File: src/design/fpba_pkg.sv
// ----------------------------------------------------------------------------
// fpba_pkg
// Shared sizes, codes and control bundles of the fit-policy block allocator.
// ----------------------------------------------------------------------------
package fpba_pkg;

	localparam int NUM_BLOCKS = 16;
	localparam int SIZE_BITS  = 16;

	localparam int IDX_W = (NUM_BLOCKS > 1) ? $clog2(NUM_BLOCKS) : 1;
	localparam int CNT_W = $clog2(NUM_BLOCKS + 1);

	localparam int OP_W   = 1;
	localparam int BLK_W  = 4;
	localparam int VAL_W  = 16;
	localparam int STAT_W = 2;
	localparam int POL_W  = 2;
	localparam int ACT_W  = 5;
	localparam int CFG_W  = 5;
	localparam int REGI_W = 1;
	localparam int LIM_W  = (CNT_W > ACT_W) ? CNT_W : ACT_W;

	localparam logic [OP_W-1:0] OP_LOAD    = 1'b0;
	localparam logic [OP_W-1:0] OP_REQUEST = 1'b1;

	localparam logic [STAT_W-1:0] STAT_LOADED  = 2'd0;
	localparam logic [STAT_W-1:0] STAT_ALLOC   = 2'd1;
	localparam logic [STAT_W-1:0] STAT_NOALLOC = 2'd2;

	localparam logic [POL_W-1:0] POL_FIRST = 2'd0;
	localparam logic [POL_W-1:0] POL_BEST  = 2'd1;
	localparam logic [POL_W-1:0] POL_WORST = 2'd2;

	localparam logic [REGI_W-1:0] REG_FIT_POLICY    = 1'd0;
	localparam logic [REGI_W-1:0] REG_ACTIVE_BLOCKS = 1'd1;

	localparam logic [POL_W-1:0] POLICY_RESET = POL_FIRST;
	localparam logic [ACT_W-1:0] ACTIVE_RESET = 5'd16;

	typedef enum logic [1:0] {
		S_IDLE,
		S_SCAN,
		S_DONE
	} seq_state_t;

	typedef struct packed {
		logic                 we;
		logic [IDX_W-1:0]     addr;
		logic [SIZE_BITS-1:0] data;
	} tbl_wr_t;

	typedef struct packed {
		logic                 found;
		logic [SIZE_BITS-1:0] best;
		logic [SIZE_BITS-1:0] size;
	} scan_t;

	typedef struct packed {
		logic              valid;
		logic [STAT_W-1:0] status;
		logic [BLK_W-1:0]  blk;
		logic [VAL_W-1:0]  left;
	} res_t;

endpackage

File: src/design/fpba_cmd_if.sv
// ----------------------------------------------------------------------------
// fpba_cmd_if
// Command channel: load or allocation request items.
// ----------------------------------------------------------------------------
interface fpba_cmd_if import fpba_pkg::*; ();

	logic              valid;
	logic              ready;
	logic [OP_W-1:0]   opcode;
	logic [BLK_W-1:0]  block_number;
	logic [VAL_W-1:0]  size_value;

	modport source (output valid, output opcode, output block_number, output size_value,
		input ready);
	modport sink (input valid, input opcode, input block_number, input size_value,
		output ready);

endinterface

File: src/design/fpba_rsp_if.sv
// ----------------------------------------------------------------------------
// fpba_rsp_if
// Response channel: one result item per command item.
// ----------------------------------------------------------------------------
interface fpba_rsp_if import fpba_pkg::*; ();

	logic              valid;
	logic              ready;
	logic [STAT_W-1:0] status;
	logic [BLK_W-1:0]  chosen_block;
	logic [VAL_W-1:0]  space_left;

	modport source (output valid, output status, output chosen_block, output space_left,
		input ready);
	modport sink (input valid, input status, input chosen_block, input space_left,
		output ready);

endinterface

File: src/design/fpba_table.sv
// ----------------------------------------------------------------------------
// fpba_table
// Free-space table: one write port, one combinational read port, cleared at reset.
// ----------------------------------------------------------------------------
module fpba_table import fpba_pkg::*; (
	input  logic                 clk,
	input  logic                 arst_n,
	input  tbl_wr_t              wr,
	input  logic [IDX_W-1:0]     rd_addr,
	output logic [SIZE_BITS-1:0] rd_data
);

	logic [SIZE_BITS-1:0] space_q [NUM_BLOCKS];

	always_ff @(posedge clk or negedge arst_n) begin
		if (!arst_n) begin
			for (int i = 0; i < NUM_BLOCKS; i++) begin
				space_q[i] <= '0;
			end
		end else if (wr.we) begin
			space_q[wr.addr] <= wr.data;
		end
	end

	assign rd_data = space_q[rd_addr];

endmodule

File: src/design/fpba_cmp.sv
// ----------------------------------------------------------------------------
// fpba_cmp
// Shared compare unit: decides whether the scanned entry becomes the pick.
// ----------------------------------------------------------------------------
module fpba_cmp import fpba_pkg::*; (
	input  logic [SIZE_BITS-1:0] value,
	input  scan_t                scan,
	input  logic [POL_W-1:0]     policy,
	output logic                 take
);

	logic fits;
	logic better;

	assign fits = (value >= scan.size);

	always_comb begin
		case (policy)
			POL_BEST:  better = (value < scan.best);
			POL_WORST: better = (value > scan.best);
			default:   better = 1'b0;
		endcase
	end

	assign take = fits && (!scan.found || better);

endmodule

File: src/design/fpba_seq.sv
// ----------------------------------------------------------------------------
// fpba_seq
// Sequencer: takes a command item, scans the table one entry per cycle for
// a request, writes back the chosen or loaded entry, hands over the result.
// ----------------------------------------------------------------------------
module fpba_seq import fpba_pkg::*; (
	input  logic                 clk,
	input  logic                 arst_n,
	input  logic                 cmd_valid,
	input  logic [OP_W-1:0]      cmd_opcode,
	input  logic [BLK_W-1:0]     cmd_block,
	input  logic [VAL_W-1:0]     cmd_size,
	output logic                 cmd_ready,
	input  logic [CNT_W-1:0]     limit,
	input  logic [SIZE_BITS-1:0] rd_data,
	input  logic                 take,
	input  logic                 res_free,
	output logic [IDX_W-1:0]     rd_addr,
	output scan_t                scan,
	output tbl_wr_t              wr,
	output res_t                 res
);

	seq_state_t           state_q, state_d;
	logic [OP_W-1:0]      op_q;
	logic [BLK_W-1:0]     bn_q;
	logic [SIZE_BITS-1:0] sz_q;
	logic [CNT_W-1:0]     cnt_q;
	logic                 found_q;
	logic [IDX_W-1:0]     pick_q;
	logic [SIZE_BITS-1:0] best_q;
	logic                 accept;
	logic                 scan_end;
	logic                 bn_in_range;
	logic [SIZE_BITS-1:0] diff;

	assign accept      = cmd_valid && cmd_ready;
	assign scan_end    = (cnt_q >= limit);
	assign bn_in_range = (int'(bn_q) < NUM_BLOCKS);
	assign diff        = best_q - sz_q;
	assign rd_addr     = cnt_q[IDX_W-1:0];
	assign scan        = '{found: found_q, best: best_q, size: sz_q};

	always_comb begin
		state_d = state_q;
		case (state_q)
			S_IDLE: begin
				if (accept) begin
					state_d = (cmd_opcode == OP_REQUEST) ? S_SCAN : S_DONE;
				end
			end
			S_SCAN: begin
				if (scan_end) begin
					state_d = S_DONE;
				end
			end
			S_DONE: begin
				if (res_free) begin
					state_d = S_IDLE;
				end
			end
			default: state_d = S_IDLE;
		endcase
	end

	always_comb begin
		cmd_ready = 1'b0;
		wr        = '{we: 1'b0, addr: '0, data: '0};
		res       = '{valid: 1'b0, status: STAT_NOALLOC, blk: '0, left: '0};
		case (state_q)
			S_IDLE: cmd_ready = 1'b1;
			S_DONE: begin
				res.valid = res_free;
				if (op_q == OP_LOAD) begin
					res.status = STAT_LOADED;
					res.blk    = bn_q;
					if (bn_in_range) begin
						res.left = VAL_W'(sz_q);
						wr.we    = res_free;
						wr.addr  = IDX_W'(bn_q);
						wr.data  = sz_q;
					end
				end else if (found_q) begin
					res.status = STAT_ALLOC;
					res.blk    = BLK_W'(pick_q);
					res.left   = VAL_W'(diff);
					wr.we      = res_free;
					wr.addr    = pick_q;
					wr.data    = diff;
				end
			end
			default: cmd_ready = 1'b0;
		endcase
	end

	always_ff @(posedge clk or negedge arst_n) begin
		if (!arst_n) begin
			state_q <= S_IDLE;
			cnt_q   <= '0;
			found_q <= 1'b0;
		end else begin
			state_q <= state_d;
			if (accept) begin
				cnt_q   <= '0;
				found_q <= 1'b0;
			end else if (state_q == S_SCAN && !scan_end) begin
				cnt_q <= cnt_q + CNT_W'(1);
				if (take) begin
					found_q <= 1'b1;
				end
			end
		end
	end

	always_ff @(posedge clk) begin
		if (accept) begin
			op_q <= cmd_opcode;
			bn_q <= cmd_block;
			sz_q <= SIZE_BITS'(cmd_size);
		end
		if (state_q == S_SCAN && !scan_end && take) begin
			pick_q <= cnt_q[IDX_W-1:0];
			best_q <= rd_data;
		end
	end

endmodule

File: src/design/fit_policy_block_allocator_unit.sv
// ----------------------------------------------------------------------------
// fit_policy_block_allocator_unit
// Free-space allocator with first, best and worst fit policies.
//
// cmd carries load items (write one block size) and request items (find a
// block with enough free space, subtract the size, report the index).
// rsp returns exactly one result item per command item, in order.
// wr_en/wr_index/wr_data write fit_policy (index 0) and active_blocks
// (index 1); the user must do so between items, the block does not check.
// A load goes from acceptance through the done state to the result
// register. A request scans min(active_blocks, 16) entries, one entry
// per cycle through a single shared comparator, then the chosen entry is
// written back. cmd.ready is high only while the sequencer is idle, so the
// next item can be accepted in the cycle after the result register loads.
// The result register lets the next item be accepted while a result waits;
// if rsp stalls, the sequencer holds its finished result until the
// register frees up.
// Reset clears the table to zero, sets first fit and 16 active blocks.
// ----------------------------------------------------------------------------
module fit_policy_block_allocator_unit import fpba_pkg::*; (
	input  logic              clk,
	input  logic              arst_n,
	fpba_cmd_if.sink          cmd,
	fpba_rsp_if.source        rsp,
	input  logic              wr_en,
	input  logic [REGI_W-1:0] wr_index,
	input  logic [CFG_W-1:0]  wr_data
);

	logic [POL_W-1:0]     policy_q;
	logic [ACT_W-1:0]     active_q;
	logic [LIM_W-1:0]     active_ext;
	logic [CNT_W-1:0]     limit;
	logic [IDX_W-1:0]     rd_addr;
	logic [SIZE_BITS-1:0] rd_data;
	logic                 take;
	logic                 res_free;
	scan_t                scan;
	tbl_wr_t              wr;
	res_t                 res;
	logic                 rsp_valid_q;
	logic [STAT_W-1:0]    status_q;
	logic [BLK_W-1:0]     blk_q;
	logic [VAL_W-1:0]     left_q;

	always_ff @(posedge clk or negedge arst_n) begin
		if (!arst_n) begin
			policy_q <= POLICY_RESET;
			active_q <= ACTIVE_RESET;
		end else if (wr_en) begin
			case (wr_index)
				REG_FIT_POLICY:    policy_q <= wr_data[POL_W-1:0];
				REG_ACTIVE_BLOCKS: active_q <= wr_data[ACT_W-1:0];
				default:           ;
			endcase
		end
	end

	assign active_ext = LIM_W'(active_q);
	assign limit      = (active_ext > LIM_W'(NUM_BLOCKS)) ? CNT_W'(NUM_BLOCKS)
	                                                      : CNT_W'(active_ext);

	fpba_seq u_seq (
		.clk        (clk),
		.arst_n     (arst_n),
		.cmd_valid  (cmd.valid),
		.cmd_opcode (cmd.opcode),
		.cmd_block  (cmd.block_number),
		.cmd_size   (cmd.size_value),
		.cmd_ready  (cmd.ready),
		.limit      (limit),
		.rd_data    (rd_data),
		.take       (take),
		.res_free   (res_free),
		.rd_addr    (rd_addr),
		.scan       (scan),
		.wr         (wr),
		.res        (res)
	);

	fpba_table u_table (
		.clk     (clk),
		.arst_n  (arst_n),
		.wr      (wr),
		.rd_addr (rd_addr),
		.rd_data (rd_data)
	);

	fpba_cmp u_cmp (
		.value  (rd_data),
		.scan   (scan),
		.policy (policy_q),
		.take   (take)
	);

	assign res_free = !rsp_valid_q || rsp.ready;

	always_ff @(posedge clk or negedge arst_n) begin
		if (!arst_n) begin
			rsp_valid_q <= 1'b0;
		end else if (res.valid) begin
			rsp_valid_q <= 1'b1;
		end else if (rsp.ready) begin
			rsp_valid_q <= 1'b0;
		end
	end

	always_ff @(posedge clk) begin
		if (res.valid) begin
			status_q <= res.status;
			blk_q    <= res.blk;
			left_q   <= res.left;
		end
	end

	assign rsp.valid        = rsp_valid_q;
	assign rsp.status       = status_q;
	assign rsp.chosen_block = blk_q;
	assign rsp.space_left   = left_q;

endmodule

File: src/flat_wrapper.sv
// flat-port wrapper written by rule: the top's interface ports become plain ports
module fit_policy_block_allocator_unit_flat import fpba_pkg::*;
  (clk, arst_n, wr_en, wr_index, wr_data, cmd_valid, cmd_opcode, cmd_block_number, cmd_size_value, cmd_ready, rsp_valid, rsp_status, rsp_chosen_block, rsp_space_left, rsp_ready);
  fpba_cmd_if cmd_i ();
  fpba_rsp_if rsp_i ();
  input  logic clk;
  input  logic arst_n;
  input  logic wr_en;
  input  logic [REGI_W-1:0] wr_index;
  input  logic [CFG_W-1:0] wr_data;
  input wire logic [$bits(cmd_i.valid)-1:0] cmd_valid;
  input wire logic [$bits(cmd_i.opcode)-1:0] cmd_opcode;
  input wire logic [$bits(cmd_i.block_number)-1:0] cmd_block_number;
  input wire logic [$bits(cmd_i.size_value)-1:0] cmd_size_value;
  output wire logic [$bits(cmd_i.ready)-1:0] cmd_ready;
  output wire logic [$bits(rsp_i.valid)-1:0] rsp_valid;
  output wire logic [$bits(rsp_i.status)-1:0] rsp_status;
  output wire logic [$bits(rsp_i.chosen_block)-1:0] rsp_chosen_block;
  output wire logic [$bits(rsp_i.space_left)-1:0] rsp_space_left;
  input wire logic [$bits(rsp_i.ready)-1:0] rsp_ready;
  assign cmd_i.valid = cmd_valid;
  assign cmd_i.opcode = cmd_opcode;
  assign cmd_i.block_number = cmd_block_number;
  assign cmd_i.size_value = cmd_size_value;
  assign cmd_ready = cmd_i.ready;
  assign rsp_valid = rsp_i.valid;
  assign rsp_status = rsp_i.status;
  assign rsp_chosen_block = rsp_i.chosen_block;
  assign rsp_space_left = rsp_i.space_left;
  assign rsp_i.ready = rsp_ready;
  fit_policy_block_allocator_unit u_core (.clk(clk), .arst_n(arst_n), .cmd(cmd_i), .rsp(rsp_i), .wr_en(wr_en), .wr_index(wr_index), .wr_data(wr_data));
endmodule
File: config.mk
export PLATFORM = sky130hd
export DESIGN_NAME = fit_policy_block_allocator_unit_flat
export DESIGN_NICKNAME = d
export VERILOG_FILES = /design/src/design/fpba_pkg.sv /design/src/design/fpba_cmd_if.sv /design/src/design/fpba_rsp_if.sv /design/src/design/fpba_table.sv /design/src/design/fpba_cmp.sv /design/src/design/fpba_seq.sv /design/src/design/fit_policy_block_allocator_unit.sv /design/src/flat_wrapper.sv
export SDC_FILE = /design/constraint.sdc
export NUM_CORES = 1
export LEC_CHECK = 0
export ABC_CLOCK_PERIOD_IN_PS = 13200
export BUFFER_PORTS_ARGS = -buffer_cell sky130_fd_sc_hd__buf_2
export CORE_AREA = 3 3 266 163
export CTS_CLUSTER_SIZE = 25
export DETAILED_ROUTE_END_ITERATION = 8
export DIE_AREA = 0 0 269 166
export PLACE_DENSITY = 0.54
export SETUP_SLACK_MARGIN = 0.02
export SYNTH_ARGS = -nofsm -noshare
export SYNTH_HDL_FRONTEND = slang
export SYNTH_HIERARCHICAL = 1
export SYNTH_SLANG_ARGS = --single-unit
File: constraint.sdc
create_clock -name clk -period 13.2 [get_ports clk]
set_clock_uncertainty 0.2 [all_clocks]
set_input_delay 1.32 -clock clk [delete_from_list [all_inputs] [get_ports clk]]
set_output_delay 1.32 -clock clk [all_outputs]
set_load 0.01 [all_outputs]
# Word-level counts from Yosys, hierarchy flattened

Cells that the tools add are included.

Bits of input ports: 32
Logic and storage cells: 97
Output and inout bits: 24
Register bits: 335

Mux-type cells: 27
Bitwise logic cells: 3
Order comparisons: 8
Reductions and logical operators: 19
Eq/ne operators: 7
Add/subtract/negate cells: 2

Operators with widths:

| cell                                         | count |
|---|---|
| bitwise mux 256 bit                          | 1 |
| binary-select mux 16 bit (select 4 bit)      | 1 |
| demux 16 bit (select 4 bit)                  | 1 |
| 2-to-1 mux 21 bit                            | 3 |
| 2-to-1 mux 16 bit                            | 3 |
| 2-to-1 mux 22 bit                            | 2 |
| 2-to-1 mux 23 bit                            | 1 |
| >= comparator 16 bit                         | 1 |
| > comparator 16 bit                          | 1 |
| < comparator 16 bit                          | 1 |
| subtractor 16 bit                            | 1 |
| 2-to-1 mux 5 bit                             | 3 |
| >= comparator 5 bit (second input constant)  | 2 |
| NOT 4 -> 5 bit                               | 2 |
| 2-to-1 mux 2 bit                             | 4 |
| AND reduction 2 bit                          | 4 |
| 2-to-1 mux 1 bit                             | 6 |
| != test 2 bit (second input constant)        | 3 |
| one-hot mux 2 bit (3 select lines)           | 1 |
| nonzero test 2 bit                           | 3 |
| adder 5 x 1 -> 5 bit (second input constant) | 1 |
| >= comparator 5 bit                          | 1 |
| > comparator 5 bit (second input constant)   | 1 |
| logical AND 1 bit                            | 5 |
| 9 further kinds                              | 14 |

# Longest topological paths before layout

Depth after elaboration: 11
Depth in mapped cells: 16
Gate-level depth less buffers: 13

# Hierarchy

Netlist, hierarchy kept.

By module, submodules not included:

| module                          | times used | cells each | sequential area each (um^2) | area an instance (um^2) |
|---|---|---|---|---|
| fpba_table                      | 1          | 712        | 6406.1                      | 11607.4 |
| fpba_seq                        | 1          | 277        | 1431.4                      | 2941.6 |
| fit_policy_block_allocator_unit | 1          | 46         | 862.1                       | 994.7 |
| fpba_cmp                        | 1          | 118        | 0.0                         | 863.3 |

# Least setup slack after synthesis

OpenSTA, ideal clock, no wires.

Path kind: register to register
From: register u_core.u_seq.cnt_q[0]
To: register u_core.u_seq.best_q[0], enable pin
Period minus slack after synthesis: 4.344 ns
Required time: 12.621 ns
Path buffers: 3
Data arrival time: 3.765 ns
Stages on the path, launching flop included: 14
Setup time: 0.379 ns
Path slack: 8.856 ns
Cell sequence: dfrtp_1 -> buf_4 -> buf_2 -> buf_2 -> mux4_2 -> a22oi_1 -> nand2_1 -> ha_1 -> a21oi_1 -> o21ai_0 -> o2bb2ai_1 -> or4_1 -> a311oi_1 -> and2_1

Cells in the longest elaborated chain, start to end: 9
Elaborated cells between the ends (all ways): 14
Classes of those cells: order compare (4); mux (4); bitwise (1); reduce/logical (5)

RTL lines:

| what                                                       | RTL line                              | source |
|---|---|---|
| from (decl)                                                | fpba_seq.sv:28                        | `logic [CNT_W-1:0] cnt_q;` |
| from (signal assigned)                                     | fpba_seq.sv:107                       | `cnt_q <= cnt_q + CNT_W'(1);` |
| NOT 4 -> 5 bit (not written as such) *                     | fpba_table.sv:25                      | `assign rd_data = space_q[rd_addr];` |
| binary-select mux 16 bit (select 4 bit) *                  | fpba_table.sv:25                      |  |
| 2-to-1 mux 16 bit (not written as such) * (2 in series)    | fpba_table.sv:25                      |  |
| net u_core.rd_data[7]                                      | fit_policy_block_allocator_unit.sv:35 | `logic [SIZE_BITS-1:0] rd_data;` |
| > comparator 16 bit or < comparator 16 bit (tied branches) | fpba_cmp.sv:20, fpba_cmp.sv:19        |  |
| one-hot mux 1 bit (2 select lines)                         | fpba_cmp.sv:18                        | `case (policy)` |
| logical OR 1 bit                                           | fpba_cmp.sv:25                        | `assign take = fits && (!scan.found \|\| better);` |
| logical AND 1 bit *                                        | fpba_cmp.sv:25                        |  |
| net u_core.take                                            | fit_policy_block_allocator_unit.sv:36 | `logic take;` |
| logical AND 1 bit *                                        | fpba_seq.sv:121                       | `if (state_q == S_SCAN && !scan_end && take) begin` |
| to (signal assigned)                                       | fpba_seq.sv:123                       | `best_q <= rd_data;` |
| to (decl)                                                  | fpba_seq.sv:31                        | `logic [SIZE_BITS-1:0] best_q;` |

The timed path passes the listed nets; every way through them passes the cells marked *. The select of a mux whose other input is x is not followed.
A chain may end at the register's enable or synchronous reset.

# Worst setup path in the final report

From: register u_core.u_seq.cnt_q[0]
To: register u_core.u_seq.pick_q[1], enable pin

Cells in the longest elaborated chain, start to end: 9
Elaborated cells between the ends (all ways): 14
Classes of those cells: order compare (4); mux (4); bitwise (1); reduce/logical (5)

RTL lines:

| what                                                       | RTL line                              | source |
|---|---|---|
| NOT 4 -> 5 bit (not written as such) *                     | fpba_table.sv:25                      |  |
| binary-select mux 16 bit (select 4 bit) *                  | fpba_table.sv:25                      |  |
| 2-to-1 mux 16 bit (not written as such) * (2 in series)    | fpba_table.sv:25                      |  |
| net u_core.rd_data[15]                                     | fit_policy_block_allocator_unit.sv:35 |  |
| > comparator 16 bit or < comparator 16 bit (tied branches) | fpba_cmp.sv:20, fpba_cmp.sv:19        |  |
| one-hot mux 1 bit (2 select lines)                         | fpba_cmp.sv:18                        |  |
| logical OR 1 bit                                           | fpba_cmp.sv:25                        |  |
| logical AND 1 bit *                                        | fpba_cmp.sv:25                        |  |
| net u_core.take                                            | fit_policy_block_allocator_unit.sv:36 |  |
| logical AND 1 bit *                                        | fpba_seq.sv:121                       |  |
| to (signal assigned)                                       | fpba_seq.sv:122                       | `pick_q <= cnt_q[IDX_W-1:0];` |
| to (decl)                                                  | fpba_seq.sv:30                        | `logic [IDX_W-1:0] pick_q;` |

Marked as above.

==> results_dict.tcl <==
set metrics [dict create \
    vias 9581 \
    cts_setup_buffers 0 \
    finalCritPeriodShare_pct 43.4 \
    hold_class "reg -> reg" \
    grt_pass1_wl_mm 62.8 \
    cp_top_family "simple AND/OR/NAND/NOR gates" \
    tns_ns 0 \
    diodes 0 \
    cts_inserted_buffers 31 \
    hold_violations 0 \
    drt-total-wl_mm 40.8 \
    yosysUniqueCellTypes 70 \
    core_area_um2 40700 \
    antenna_left 0 \
    cts_resized 0 \
    fin_util_pct 44.7 \
    timing.fmax_mhz 175 \
    placed_cells 1715 \
    synth_ff_type "dfrtp_1" \
    totalPowerFinal_w 0.00293 \
    p_int_w 0.00201 \
    cp.required_ns 13.18 \
    power_density_nw_per_um2 161 \
    crit_path_cell_trace "buf_4 -> mux4_2 -> a22oi_1 -> nand2_1 -> ha_1 -> nand4_2 -> nor4_1 -> a21boi_2 -> o311ai_1 -> a311oi_1 -> and2_1" \
    ir_drop_uv 93.5 \
    timing.rr.start "u_core/u_seq/cnt_q[0]" \
    worstReg2RegEnd "u_core/u_seq/pick_q[1]" \
    dr.pass1.iters 5 \
    clk_path_buf_depth 3 \
    dieArea_um2 44700 \
    grt_pass1_vias 9750 \
    p_leak_nw 8.53 \
    cts_tree "built" \
    ctsHoldBuffers 0 \
    wl_per_cell_um 23.0 \
    cts_root_buffer "clkbuf_16" \
    syn_area_per_cell_um2 14.2 \
    cp_num_cells 11 \
    die_h_um 166 \
    cts_max_level 1 \
    p_clk_share_pct 31.1 \
    combPwrFrac_pct 25.8 \
    synth_edf_count 63 \
    hpwl_mm 25.6 \
    outcome "finished clean" \
    slew-limit-headroom_pct 25.6 \
    pwr-share-seq_pct 43.0 \
    reg2reg_depth 11 \
    synth_area_leaders "dfrtp_1 41%, mux2_2 17%, edfxtp_1 12%" \
    slew_violations 0 \
    clock-sinks 335 \
    route.detailed.drc 0 \
    endpoint "u_core/u_seq/pick_q[1]" \
    ys_warn_count 6 \
    fin_nets 1277 \
    clkTransAtPathRegs_ns 0.07 \
    cap_violations 0 \
    tightest_slew_ns 1.12 \
    ys_ff_latch 335 \
    grt_max_degree 154 \
    via_per_inst 5.41 \
    dieWidth_um 269 \
    clk_latency_ns 0.58 \
    io-pin-count 56 \
    rsz0062_at_grt "no" \
    path_buf_inv 1 \
    grt_overflow_total 0 \
    rows 57 \
    p_switching_w 0.000926 \
    synth_top_area_share_pct 41.3 \
    drt_iter0_drc 686 \
    start_util_pct 40.3 \
    critPathKind "reg -> reg" \
    yosys.area.top_type "dfrtp_1" \
    crit_slowest_cell "and2_1" \
    globalplace.congestion 0.834 \
    syn_inst 1153 \
    drive_above_1_share_pct 40.8 \
    instances_no_fill 1772 \
    synth.most_common_cell "dfrtp_1" \
    worstSetupStartpointType "register" \
    antenna_found_initial 0 \
    yosys-top-cells-count "271 x dfrtp_1, 246 x mux2_2, 64 x mux4_2, 63 x edfxtp_1, 62 x inv_1" \
    grtUsageTotal_pct 18.5 \
    synthesis.area_um2 16400 \
    max_stage_delay_ns 0.91 \
    crit_path_start "u_core/u_seq/cnt_q[0]" \
    fin_crit_ns 5.72 \
    p_sw_share_pct 31.6 \
    cp-end-kind "register" \
    async_flop_share_pct 81.2 \
    synth_fp_nets 1242 \
    path_max_fanout 39 \
    synth-seq-area-share_pct 53.0 \
    setup_viol 0 \
    area_growth_pct 11.1 \
    crit_arrival_ns 5.71 \
    numPortBuffers 55 \
    r2r_slack_ns 7.48 \
]
worst reg2reg max path, delay by kind of cell (launching register included):
family / cells / cell delay [ns]
AO/OA/AOI/OAI: 4 / 0.83
adder cells (fa/ha/maj): 1 / 0.37
buffers and inverters: 1 / 0.78
flip-flops: 1 / 0.84
multiplexers: 1 / 0.63
AND/OR/NAND/NOR: 4 / 1.70
placed cells by master, fill, tap and decap left out, types with 11 or more instances in the layout:
master and instances:
a21oi_1 26, a22oi_1 32, buf_2 54, buf_4 37, clkbuf_16 31, dfrtp_1 269, edfxtp_1 63, ha_1 56
inv_1 62, mux2_2 246, mux4_2 64, nand2_1 47, nand2b_1 11, nor2_1 20, o21ai_0 15, xor2_1 12
registers in the layout, summed over array words and instances (netlist names):
register	cells
u_core/u_seq/op_q	1
u_core/rsp.valid	1
u_core/u_seq/bn_q	4
u_core/policy_q	2
u_core/u_seq/best_q	16
u_core/u_seq/cnt_q	5
u_core/u_table/space_q	256
u_core/active_ext	5
u_core/u_seq/pick_q	4
u_core/rsp.chosen_block	4
u_core/rsp.status	2
u_core/rsp.space_left	16
u_core/u_seq/sz_q	16
u_core/u_seq/found_q	1
u_core/u_seq/state_q	2
power by group through the flow:
stage | combinational, W | sequential, W | clock [W]
final | 0.000758 | 0.00126 | 0.000913
after global routing | 0.000830 | 0.00128 | 0.000987
after CTS | 0.000762 | 0.00126 | 0.000935
after detailed placement | 0.000758 | 0.00128 | 0
after global placement | 0.000749 | 0.00128 | 0
after floorplan | 0.000555 | 0.00125 | 0
logic make-up after synthesis:
kind of cell    count (synthesis)  synth area share (%)
xor+xnor                       17                 0.907
buf+inv                       153                  4.67
compound gates                127                  5.35
mux                           328                  27.1
fa+ha+maj                      57                  4.39
flops                         335                  53.0
simple gates                  136                  4.52
metrics by stage:
step | setup slack [ns] | hold slack [ns] | area, µm²
finish | 7.48 | 0.289 | 18200
floorplan | 8.86 | 0.256 | 16400
global route | 6.99 | 0.305 | 18200
global placement | 7.52 | 0.269 | 17200
CTS | 7.40 | 0.294 | 18200
detailed placement | 7.43 | 0.278 | 17200
layer usage:
metal | GRT usage, % | wire length [µm]
met5 | 0 | 0
met4 | 2.50 | 493
met1 | 30.6 | 21800
met3 | 3.48 | 1890
met2 | 25.4 | 16600
final cells by class:
type                    instances  area, µm²
inverters                      62        233
flip-flops and latches        335       8700
fillers                      3641      22500
repair buffers                 93        583
clock buffers                  37        828
clock inverters                20        188
well taps                     560        701
multi-input cells             665       6990
how the worst min path moves through the flow:
stage,start,cells past startpoint,to,slack [ns]
2_1_floorplan,u_core/active_ext[0],1,u_core/active_ext[0],0.26
3_5_place_dp,u_core/active_ext[3],1,u_core/active_ext[3],0.28
3_3_place_gp,u_core/active_ext[3],1,u_core/active_ext[3],0.27
4_1_cts,u_core/active_ext[3],1,u_core/active_ext[3],0.29
6_report,u_core/active_ext[3],1,u_core/active_ext[3],0.29
5_1_grt,u_core/active_ext[3],1,u_core/active_ext[3],0.31
Note: power is estimated with default switching activity, not from simulation.
